$ cat src/sv/mps_pkg.sv
// Shared types, codes and sizes for the masked aligned pattern search block.
package mps_pkg;

   // Pattern store depth and derived widths
   localparam int MAX_PATTERN = 64;
   localparam int PIDX_W      = $clog2(MAX_PATTERN);

   // Fixed field widths of the request and result
   localparam int CMD_W      = 2;
   localparam int INDEX_W    = 6;
   localparam int BYTE_W     = 8;
   localparam int ADDR_W     = 64;
   localparam int CSR_DATA_W = 7;
   localparam int CSR_IDX_W  = 1;
   localparam int ALIGN_W    = 2;
   localparam int AMASK_W    = 3;

   // Request command codes
   localparam logic [CMD_W-1:0] CMD_LOAD = 2'd0;
   localparam logic [CMD_W-1:0] CMD_DATA = 2'd1;
   localparam logic [CMD_W-1:0] CMD_JUMP = 2'd2;

   // Work kinds handed from the front to the back
   localparam int KIND_W = 2;
   localparam logic [KIND_W-1:0] KIND_LOAD = 2'd0;
   localparam logic [KIND_W-1:0] KIND_DATA = 2'd1;
   localparam logic [KIND_W-1:0] KIND_JUMP = 2'd2;

   // Configuration register indexes
   localparam logic [CSR_IDX_W-1:0] REG_PATTERN_LENGTH = 1'd0;
   localparam logic [CSR_IDX_W-1:0] REG_ALIGN_CODE     = 1'd1;

   // Alignment codes
   localparam logic [ALIGN_W-1:0] ALIGN_BYTE  = 2'd0;
   localparam logic [ALIGN_W-1:0] ALIGN_HALF  = 2'd1;
   localparam logic [ALIGN_W-1:0] ALIGN_WORD  = 2'd2;
   localparam logic [ALIGN_W-1:0] ALIGN_DWORD = 2'd3;

   // Reset values: length 4 (last position 3), word alignment
   localparam logic [PIDX_W-1:0]  RESET_LAST_POS   = PIDX_W'(3);
   localparam logic [AMASK_W-1:0] RESET_ALIGN_MASK = 3'b011;

   // Request queue between front and back
   localparam int QUEUE_DEPTH = 4;
   localparam int QPTR_W      = $clog2(QUEUE_DEPTH);
   localparam int QCNT_W      = $clog2(QUEUE_DEPTH + 1);

   typedef struct packed {
      logic [KIND_W-1:0] kind;
      logic [PIDX_W-1:0] index;
      logic [BYTE_W-1:0] pattern_byte;
      logic [BYTE_W-1:0] mask_byte;
      logic [BYTE_W-1:0] data_byte;
      logic [ADDR_W-1:0] new_address;
   } item_type;

   typedef struct packed {
      logic [PIDX_W-1:0]  last_pos;
      logic [AMASK_W-1:0] align_mask;
   } cfg_type;

   typedef struct packed {
      logic              empty;
      logic              full;
      logic [QCNT_W-1:0] count;
   } queue_status_type;

   typedef struct packed {
      logic pop;
      logic exec_data;
   } back_status_type;

endpackage

$ cat src/sv/mps_front.sv
// Request decoder: classifies each incoming request into a work item or drops it.
module mps_front (
   input  logic [mps_pkg::CMD_W-1:0]   req_command,
   input  logic [mps_pkg::INDEX_W-1:0] req_index,
   input  logic [mps_pkg::BYTE_W-1:0]  req_pattern_byte,
   input  logic [mps_pkg::BYTE_W-1:0]  req_mask_byte,
   input  logic [mps_pkg::BYTE_W-1:0]  req_data_byte,
   input  logic [mps_pkg::ADDR_W-1:0]  req_new_address,
   output logic                        item_keep,
   output mps_pkg::item_type           item
);
   import mps_pkg::*;

   logic index_in_range;

   // Loads beyond the store are dropped
   assign index_in_range = int'(req_index) < MAX_PATTERN;

   // Pack the payload and decode the command; the unused code is dropped
   always_comb begin
      item.index        = PIDX_W'(req_index);
      item.pattern_byte = req_pattern_byte;
      item.mask_byte    = req_mask_byte;
      item.data_byte    = req_data_byte;
      item.new_address  = req_new_address;
      unique case (req_command)
         CMD_LOAD: begin
            item.kind = KIND_LOAD;
            item_keep = index_in_range;
         end
         CMD_DATA: begin
            item.kind = KIND_DATA;
            item_keep = 1'b1;
         end
         CMD_JUMP: begin
            item.kind = KIND_JUMP;
            item_keep = 1'b1;
         end
         default: begin
            item.kind = KIND_LOAD;
            item_keep = 1'b0;
         end
      endcase
   end

endmodule

$ cat src/sv/mps_queue.sv
// Short work queue that decouples the request decoder from the search engine.
module mps_queue (
   input  logic                       clock,
   input  logic                       reset,
   input  logic                       push,
   input  mps_pkg::item_type          push_item,
   input  logic                       pop,
   output mps_pkg::item_type          head_item,
   output mps_pkg::queue_status_type  status
);
   import mps_pkg::*;

   item_type          slot_ff [QUEUE_DEPTH];
   logic [QPTR_W-1:0] wr_ptr_ff, wr_ptr_in;
   logic [QPTR_W-1:0] rd_ptr_ff, rd_ptr_in;
   logic [QCNT_W-1:0] count_ff, count_in;

   // Advance pointers and occupancy
   always_comb begin
      wr_ptr_in = push ? wr_ptr_ff + QPTR_W'(1) : wr_ptr_ff;
      rd_ptr_in = pop  ? rd_ptr_ff + QPTR_W'(1) : rd_ptr_ff;
      count_in  = count_ff;
      if (push && !pop) begin
         count_in = count_ff + QCNT_W'(1);
      end else if (pop && !push) begin
         count_in = count_ff - QCNT_W'(1);
      end
   end

   always_ff @(posedge clock) begin
      if (reset) begin
         wr_ptr_ff <= '0;
         rd_ptr_ff <= '0;
         count_ff  <= '0;
      end else begin
         wr_ptr_ff <= wr_ptr_in;
         rd_ptr_ff <= rd_ptr_in;
         count_ff  <= count_in;
      end
   end

   // Store the incoming work item
   always_ff @(posedge clock) begin
      if (push) begin
         slot_ff[wr_ptr_ff] <= push_item;
      end
   end

   assign head_item    = slot_ff[rd_ptr_ff];
   assign status.empty = count_ff == QCNT_W'(0);
   assign status.full  = count_ff == QCNT_W'(QUEUE_DEPTH);
   assign status.count = count_ff;

endmodule

$ cat src/sv/mps_back.sv
// Search engine: pattern stores, shift-and match vector, address counter, result register.
module mps_back (
   input  logic                       clock,
   input  logic                       reset,
   input  mps_pkg::cfg_type           cfg,
   input  logic                       head_valid,
   input  mps_pkg::item_type          head_item,
   output mps_pkg::back_status_type   status,
   output logic                       rsp_valid,
   input  logic                       rsp_stall,
   output logic [mps_pkg::ADDR_W-1:0] rsp_match_address
);
   import mps_pkg::*;

   logic [BYTE_W-1:0]      pat_ff [MAX_PATTERN];
   logic [BYTE_W-1:0]      msk_ff [MAX_PATTERN];
   logic [MAX_PATTERN-1:0] vec_ff, vec_in;
   logic [ADDR_W-1:0]      addr_ff, addr_in;
   logic                   rsp_valid_ff, rsp_valid_in;
   logic [ADDR_W-1:0]      rsp_addr_ff, rsp_addr_in;

   logic                   go;
   logic                   aligned;
   logic [MAX_PATTERN-1:0] prev_vec;
   logic [MAX_PATTERN-1:0] hit_vec;
   logic [MAX_PATTERN-1:0] next_vec;
   logic                   full_match;
   logic [ADDR_W-1:0]      match_base;

   // Execute the head item; a data item needs a free or draining result slot
   assign go = head_valid &&
               (head_item.kind != KIND_DATA || !rsp_valid_ff || !rsp_stall);

   assign aligned  = (addr_ff[AMASK_W-1:0] & cfg.align_mask) == '0;
   assign prev_vec = {vec_ff[MAX_PATTERN-2:0], aligned};

   // One masked comparator per pattern position
   always_comb begin
      for (int i = 0; i < MAX_PATTERN; i++) begin
         hit_vec[i]  = ((head_item.data_byte ^ pat_ff[i]) & msk_ff[i]) == '0;
         next_vec[i] = hit_vec[i] && prev_vec[i] && (PIDX_W'(i) <= cfg.last_pos);
      end
   end

   assign full_match = next_vec[cfg.last_pos];
   assign match_base = addr_ff - ADDR_W'(cfg.last_pos);

   // Next state of the scan and the result slot
   always_comb begin
      vec_in       = vec_ff;
      addr_in      = addr_ff;
      rsp_valid_in = rsp_valid_ff && rsp_stall;
      rsp_addr_in  = rsp_addr_ff;
      if (go) begin
         case (head_item.kind)
            KIND_DATA: begin
               vec_in       = next_vec;
               addr_in      = addr_ff + ADDR_W'(1);
               rsp_valid_in = full_match;
               rsp_addr_in  = match_base;
            end
            KIND_JUMP: begin
               vec_in  = '0;
               addr_in = head_item.new_address;
            end
            default: begin
            end
         endcase
      end
   end

   always_ff @(posedge clock) begin
      if (reset) begin
         vec_ff       <= '0;
         addr_ff      <= '0;
         rsp_valid_ff <= 1'b0;
      end else begin
         vec_ff       <= vec_in;
         addr_ff      <= addr_in;
         rsp_valid_ff <= rsp_valid_in;
      end
   end

   always_ff @(posedge clock) begin
      rsp_addr_ff <= rsp_addr_in;
   end

   // Write pattern and mask bytes on a load
   always_ff @(posedge clock) begin
      if (go && head_item.kind == KIND_LOAD) begin
         pat_ff[head_item.index] <= head_item.pattern_byte;
         msk_ff[head_item.index] <= head_item.mask_byte;
      end
   end

   assign status.pop       = go;
   assign status.exec_data = go && head_item.kind == KIND_DATA;
   assign rsp_valid         = rsp_valid_ff;
   assign rsp_match_address = rsp_addr_ff;

endmodule

$ cat src/sv/masked_aligned_pattern_search.sv
// Top level of the masked aligned pattern search: configuration registers and block wiring.
//
// Scans a byte stream for a masked pattern of up to 64 bytes whose first byte sits at an
// address that is a multiple of 1, 2, 4 or 8. Load requests fill the pattern and mask
// stores, jump requests set the scan address and clear partial matches, and data requests
// present one memory byte each. Every request type is taken at one per cycle while there
// is queue room: a request enters a four-entry queue on acceptance, the search engine
// executes it from the queue head with one masked comparator per pattern position, and
// a match address is registered onto the result port in the cycle after execution.
// The input stalls only when the queue fills, which happens when the result port is held
// stalled while data requests wait behind a pending match. There is no clearing pass after
// reset; pattern_length and align_code must only be written while the block is idle.
module masked_aligned_pattern_search (
   input  logic                           clock,
   input  logic                           reset,
   input  logic                           csr_write_enable,
   input  logic [mps_pkg::CSR_IDX_W-1:0]  csr_index,
   input  logic [mps_pkg::CSR_DATA_W-1:0] csr_write_data,
   input  logic                           req_valid,
   output logic                           req_stall,
   input  logic [mps_pkg::CMD_W-1:0]      req_command,
   input  logic [mps_pkg::INDEX_W-1:0]    req_index,
   input  logic [mps_pkg::BYTE_W-1:0]     req_pattern_byte,
   input  logic [mps_pkg::BYTE_W-1:0]     req_mask_byte,
   input  logic [mps_pkg::BYTE_W-1:0]     req_data_byte,
   input  logic [mps_pkg::ADDR_W-1:0]     req_new_address,
   output logic                           rsp_valid,
   input  logic                           rsp_stall,
   output logic [mps_pkg::ADDR_W-1:0]     rsp_match_address
);
   import mps_pkg::*;

   logic [PIDX_W-1:0]  last_pos_ff, last_pos_in;
   logic [AMASK_W-1:0] align_mask_ff, align_mask_in;
   cfg_type            cfg;

   logic               item_keep;
   item_type           front_item;
   item_type           head_item;
   logic               push;
   queue_status_type   q_status;
   back_status_type    b_status;

   // Decode configuration writes; clamp the length and expand the alignment
   always_comb begin
      last_pos_in   = last_pos_ff;
      align_mask_in = align_mask_ff;
      if (csr_write_enable) begin
         unique case (csr_index)
            REG_PATTERN_LENGTH: begin
               if (csr_write_data == '0) begin
                  last_pos_in = '0;
               end else if (int'(csr_write_data) > MAX_PATTERN) begin
                  last_pos_in = PIDX_W'(MAX_PATTERN - 1);
               end else begin
                  last_pos_in = PIDX_W'(csr_write_data - CSR_DATA_W'(1));
               end
            end
            REG_ALIGN_CODE: begin
               unique case (csr_write_data[ALIGN_W-1:0])
                  ALIGN_BYTE:  align_mask_in = 3'b000;
                  ALIGN_HALF:  align_mask_in = 3'b001;
                  ALIGN_WORD:  align_mask_in = 3'b011;
                  ALIGN_DWORD: align_mask_in = 3'b111;
                  default:     align_mask_in = align_mask_ff;
               endcase
            end
            default: begin
            end
         endcase
      end
   end

   always_ff @(posedge clock) begin
      if (reset) begin
         last_pos_ff   <= RESET_LAST_POS;
         align_mask_ff <= RESET_ALIGN_MASK;
      end else begin
         last_pos_ff   <= last_pos_in;
         align_mask_ff <= align_mask_in;
      end
   end

   assign cfg.last_pos   = last_pos_ff;
   assign cfg.align_mask = align_mask_ff;

   // Accept a request whenever the queue has room
   assign req_stall = q_status.full;
   assign push      = req_valid && !q_status.full && item_keep;

   mps_front u_front (
      .req_command      (req_command),
      .req_index        (req_index),
      .req_pattern_byte (req_pattern_byte),
      .req_mask_byte    (req_mask_byte),
      .req_data_byte    (req_data_byte),
      .req_new_address  (req_new_address),
      .item_keep        (item_keep),
      .item             (front_item)
   );

   mps_queue u_queue (
      .clock     (clock),
      .reset     (reset),
      .push      (push),
      .push_item (front_item),
      .pop       (b_status.pop),
      .head_item (head_item),
      .status    (q_status)
   );

   mps_back u_back (
      .clock             (clock),
      .reset             (reset),
      .cfg               (cfg),
      .head_valid        (!q_status.empty),
      .head_item         (head_item),
      .status            (b_status),
      .rsp_valid         (rsp_valid),
      .rsp_stall         (rsp_stall),
      .rsp_match_address (rsp_match_address)
   );

   // Never execute from an empty queue
   assert property (@(posedge clock) disable iff (reset)
      b_status.pop |-> !q_status.empty)
      else $error("search engine popped an empty queue");

   // Queue occupancy stays within its depth
   assert property (@(posedge clock) disable iff (reset)
      q_status.count <= QCNT_W'(QUEUE_DEPTH))
      else $error("request queue overflow");

   // A new result only follows an executed data request
   assert property (@(posedge clock) disable iff (reset)
      $rose(rsp_valid) |-> $past(b_status.exec_data))
      else $error("result raised without a data request");

   // A waiting result is not replaced while the port is stalled
   assert property (@(posedge clock) disable iff (reset)
      (rsp_valid && rsp_stall) |-> !b_status.exec_data)
      else $error("data request executed over a pending result");

endmodule

$ cat config.mk
export PLATFORM = sky130hd
export DESIGN_NAME = masked_aligned_pattern_search
export DESIGN_NICKNAME = d
export VERILOG_FILES = /design/src/sv/mps_pkg.sv /design/src/sv/mps_front.sv /design/src/sv/mps_queue.sv /design/src/sv/mps_back.sv /design/src/sv/masked_aligned_pattern_search.sv
export SDC_FILE = /design/constraint.sdc
export NUM_CORES = 2
export LEC_CHECK = 0
export BUFFER_PORTS_ARGS = -buffer_cell sky130_fd_sc_hd__buf_4
export CORE_MARGIN = 2
export CORE_UTILIZATION = 62
export DETAILED_ROUTE_END_ITERATION = 10
export HOLD_SLACK_MARGIN = 0.15
export PLACE_DENSITY = 0.79
export SYNTH_ARGS = -nofsm -noshare
export SYNTH_HDL_FRONTEND = slang
export SYNTH_SLANG_ARGS = --single-unit
$ cat constraint.sdc
create_clock -name clock -period 7.1 [get_ports clock]
set_clock_uncertainty 0.15 [all_clocks]
set_input_delay 0.355 -clock clock [delete_from_list [all_inputs] [get_ports clock]]
set_output_delay 0.355 -clock clock [all_outputs]
set_load 0.05 [all_outputs]
==> results by stage <==
Die:
- The effective utilization at floorplan is 0.626.
- The die span in y is 336 µm.
- The full die area is between 100,000 and 150,000 µm².
- In this run the horizontal extent of the chip is 336 µm.
- The site row count is 121.
- For this design the top-level I/O count stands at 175.
- In this run the standard cell core region covers 109,000 µm².

Clock network:
- The TritonCTS sink count is 1,618.
- The root buffer cell is sky130_fd_sc_hd__clkbuf_16.
- The number of setup buffers added after CTS is 0.
- The H-tree depth is 4.
- The clock passes through at most 3 buffers.
- The total of cells resized after clock tree synthesis is 0.
- The total CTS buffers is approximately 160.
- After clock tree synthesis, the clock-pin slew on the worst setup and hold paths is 0.07 ns.
- TritonCTS built the clock tree.
- For this design, the CTS-stage hold fixing added 151 buffers.
- The clock insertion delay at the later pin of the skew report is roughly 0.81 ns.

Placed design:
- Counting tap cells, the placed design contains a total of roughly 6,000 instances.
- The HPWL reported at the end of detailed placement is 118 mm.
- Routability-driven placement finished with a final weighted congestion of ~0.94.
- The placement-stage cell area is 71,100 µm².
- The count of input and output buffers is 174.

Pwr:
- For this design the ratio of total power to cell area is roughly 400 nW/µm².
- In this run the static leakage power is 0.0255 µW.
- The maximum vdd drop is 0.513 mV.

Synthesis:
- After synthesis, the netlist uses 90 different library cells.
- The number of instances in the synthesized netlist is 4,561.
- Of the synthesized area, sequential elements account for 0.691.
- The most used flip-flop cell after synthesis is sky130_fd_sc_hd__edfxtp_1.
- In this run, synthesis produced a sequential element count of 1,618.
- Yosys printed 0 warnings.
- The count of flip-flops with a built-in enable after synthesis is 1,472.
- The synthesized net count is 4,691.
- For this run, asynchronously set or reset flops after synthesis account for 0.
- The post-synth design cell area is 68,200 µm².
- The synthesized area divided by synthesized cell count is 15.0 µm².

Final layout:
- The net total in the final layout is slightly above 5,000.
- The layout filler cell count is about 6,600.
- The layout-stage area growth over the synthesis result is 14.3%.
- The area of all placed cells without fillers is 78,000 µm².
- Once layout is complete, the cells apart from fillers number 6,464.
- The commonest non-fill, non-tap cell in the layout is sky130_fd_sc_hd__edfxtp_1.
- In the layout the commonest cells are 1,472 x sky130_fd_sc_hd__edfxtp_1, 369 x sky130_fd_sc_hd__xnor2_1, 361 x sky130_fd_sc_hd__xor2_1.
- Of the cells placed in the final design, the portion with a size suffix greater than 1 is 0.137.

STA:
- The total count of hold-check failures in the final report is 0.
- The relative slew slack is 0.0898.
- In the finished design, the share of the clock period the worst path needs comes to 0.767.
- For the finished layout, the period the worst path requires is about 5.4 ns.
- The max-slew violation count came to 0.
- The transition time of the tightest slew-check pin is 1.36 ns.
- The final count of negative-setup-slack endpoints is 0.
- Summed over all failing endpoints, the final setup total negative slack is 0 ns.
- The minimum hold slack is 0.170 ns.
- Setup repair after global routing left no endpoint under its margin.
- For this run, the top clock speed supported by timing is 184 MHz.

Detailed routing:
- The count of TritonRoute iterations in the first routing pass is 6.
- The number of remaining DRC errors is 0.
- For this block, the initial DRC count from the detailed router was around 7,700.
- The number of vias per cell after detailed routing is 6.95.
- In the final routed layout, each cell accounts on average for 32.2 µm.
- The detail route stage leaves a number of antenna-violating nets equal to 0.
- The total number of vias is between 40,000 and 50,000.
- The wire length after detailed routing is 208 mm.

GRT:
- The largest net degree at the start of global routing is 133.
- For this run, the total global-route usage over all layers was measured as 0.367.
- The initial antenna violation count is 7.
- The total overflow left after global routing is 0.
- The wire length of the first global-routing pass is between 200 and 300 mm.
- The via count of the first global-routing pass was 43,400.

Setup path:
- Data on the critical path arrives at its endpoint at 5.94 ns.
- The category of the worst setup path launch point is a flip-flop.
- The kind of end point of the critical path is a flip-flop.
- The maximum fanout along the worst path is 48.
- The critical path is of the flip-flop to flip-flop type.
- At the worst endpoint, the required time is 7.59 ns.

Status:
- The flow ran to the end, and the final reports show no timing, DRC or antenna violations.

Min path:
- The path class of the lowest-slack min-delay path is input pin to flip-flop.

Job:
- The max-capacitance violation count is 0.
==> worst max-delay path: stages, from the launching register on <==
cell                        delay (ns)
sky130_fd_sc_hd__dfxtp_4          1.07
sky130_fd_sc_hd__mux2i_4          0.91
sky130_fd_sc_hd__buf_4            0.58
sky130_fd_sc_hd__mux2i_1          0.28
sky130_fd_sc_hd__a2111oi_0        0.11
sky130_fd_sc_hd__a22oi_1          0.25
sky130_fd_sc_hd__a2111oi_0        0.15
sky130_fd_sc_hd__nor4_1           0.92
sky130_fd_sc_hd__nand4_1          0.19
sky130_fd_sc_hd__nor4_1           0.50
sky130_fd_sc_hd__a211oi_1         0.15
==> final cells by class <==
cell class | instances | area (µm²) | share of cell area
clock inverter | 85 | 1090 | 0.0140
antenna | 11 | 27.5 | 0.000353
inverter | 43 | 163 | 0.00209
clock buffer | 205 | 4270 | 0.0548
tap | 1414 | 1770 | 0.0227
timing repair buffer | 434 | 3660 | 0.0469
sequential | 1618 | 47100 | 0.604
multi-input combinational | 2654 | 19900 | 0.255
==> Yosys cell counts (35+ instances only) <==
cell	count	area [µm²]
sky130_fd_sc_hd__edfxtp_1	1472	44200
sky130_fd_sc_hd__xnor2_1	369	3230
sky130_fd_sc_hd__xor2_1	361	3160
sky130_fd_sc_hd__nor2_1	301	1130
sky130_fd_sc_hd__nand2_1	253	950
sky130_fd_sc_hd__a22oi_1	156	1170
sky130_fd_sc_hd__dfxtp_1	146	2920
sky130_fd_sc_hd__a21oi_1	137	686
sky130_fd_sc_hd__nand3_1	128	641
sky130_fd_sc_hd__clkbuf_1	126	473
sky130_fd_sc_hd__mux4_2	96	2160
sky130_fd_sc_hd__o21ai_0	83	415
sky130_fd_sc_hd__nor3_1	59	295
sky130_fd_sc_hd__buf_2	56	280
sky130_fd_sc_hd__a221oi_1	53	464
sky130_fd_sc_hd__mux2i_1	45	450
sky130_fd_sc_hd__inv_1	40	150
sky130_fd_sc_hd__nand4_1	40	250
sky130_fd_sc_hd__a31oi_1	38	238
sky130_fd_sc_hd__o211ai_1	35	263
==> layer usage <==
layer  up-vias  part of all wire  track usage
met1     21900              0.34        0.478
met3       898              0.15        0.106
met2      3950              0.45        0.562
met4         8             0.062        0.194
li1      18100                 -            -
met5         -           0.00024            0
==> through the flow <==
| step | setup slack, ns | utilization | power (µW) |
|---|---|---|---|
| 4_1_cts | 1.80 | 0.715 | 31100 |
| 3_3_place_gp | 1.93 | 0.652 | 22300 |
| 5_1_grt | 1.50 | 0.715 | 32200 |
| 3_5_place_dp | 1.87 | 0.652 | 22500 |
| 2_1_floorplan | 1.94 | - | 18600 |
| 6_report | 1.66 | 0.716 | 31600 |
==> sequential cells by signal, summed over array words and instances, names as in the netlist, named ones only <==
name	flops
u_back.msk_ff	512
u_back.pat_ff	512
u_queue.slot_ff	384
u_back.addr_ff	64
u_back.rsp_match_address	64
u_back.vec_ff	63
last_pos_ff	6
align_mask_ff	3
u_queue.count_ff	3
u_queue.rd_ptr_ff	2
u_queue.wr_ptr_ff	2
u_back.rsp_valid	1
==> power breakdown <==
part	internal (µW)	total, µW	switching (µW)
registers	12000	12500	481
clock network	4980	8680	3700
logic	2930	10400	7470
==> worst paths after layout <==
kind | start | end | slack [ns] | cells after the start
setup / recovery | flip-flop | u_back.rsp_valid | 1.66 | 10
hold / removal | req_new_address[2] | u_queue.slot_ff[0][2] | 0.17 | 2
setup reg to reg | flip-flop | u_back.rsp_valid | 1.66 | 10
hold reg to reg | u_back.vec_ff[41] | u_back.vec_ff[41] | 0.32 | 2
==> logic make-up after synthesis <==
group / after synthesis / synth area share
XOR/XNOR: 730 / 0.0937
AO/OA/AOI/OAI: 745 / 0.0787
flip-flops: 1618 / 0.691
adder cells (fa/ha/maj): 21 / 0.00407
multiplexers: 153 / 0.0414
AND/OR/NAND/NOR: 1005 / 0.0708
buffers and inverters: 289 / 0.0206
(Power assumes the default switching activity.)
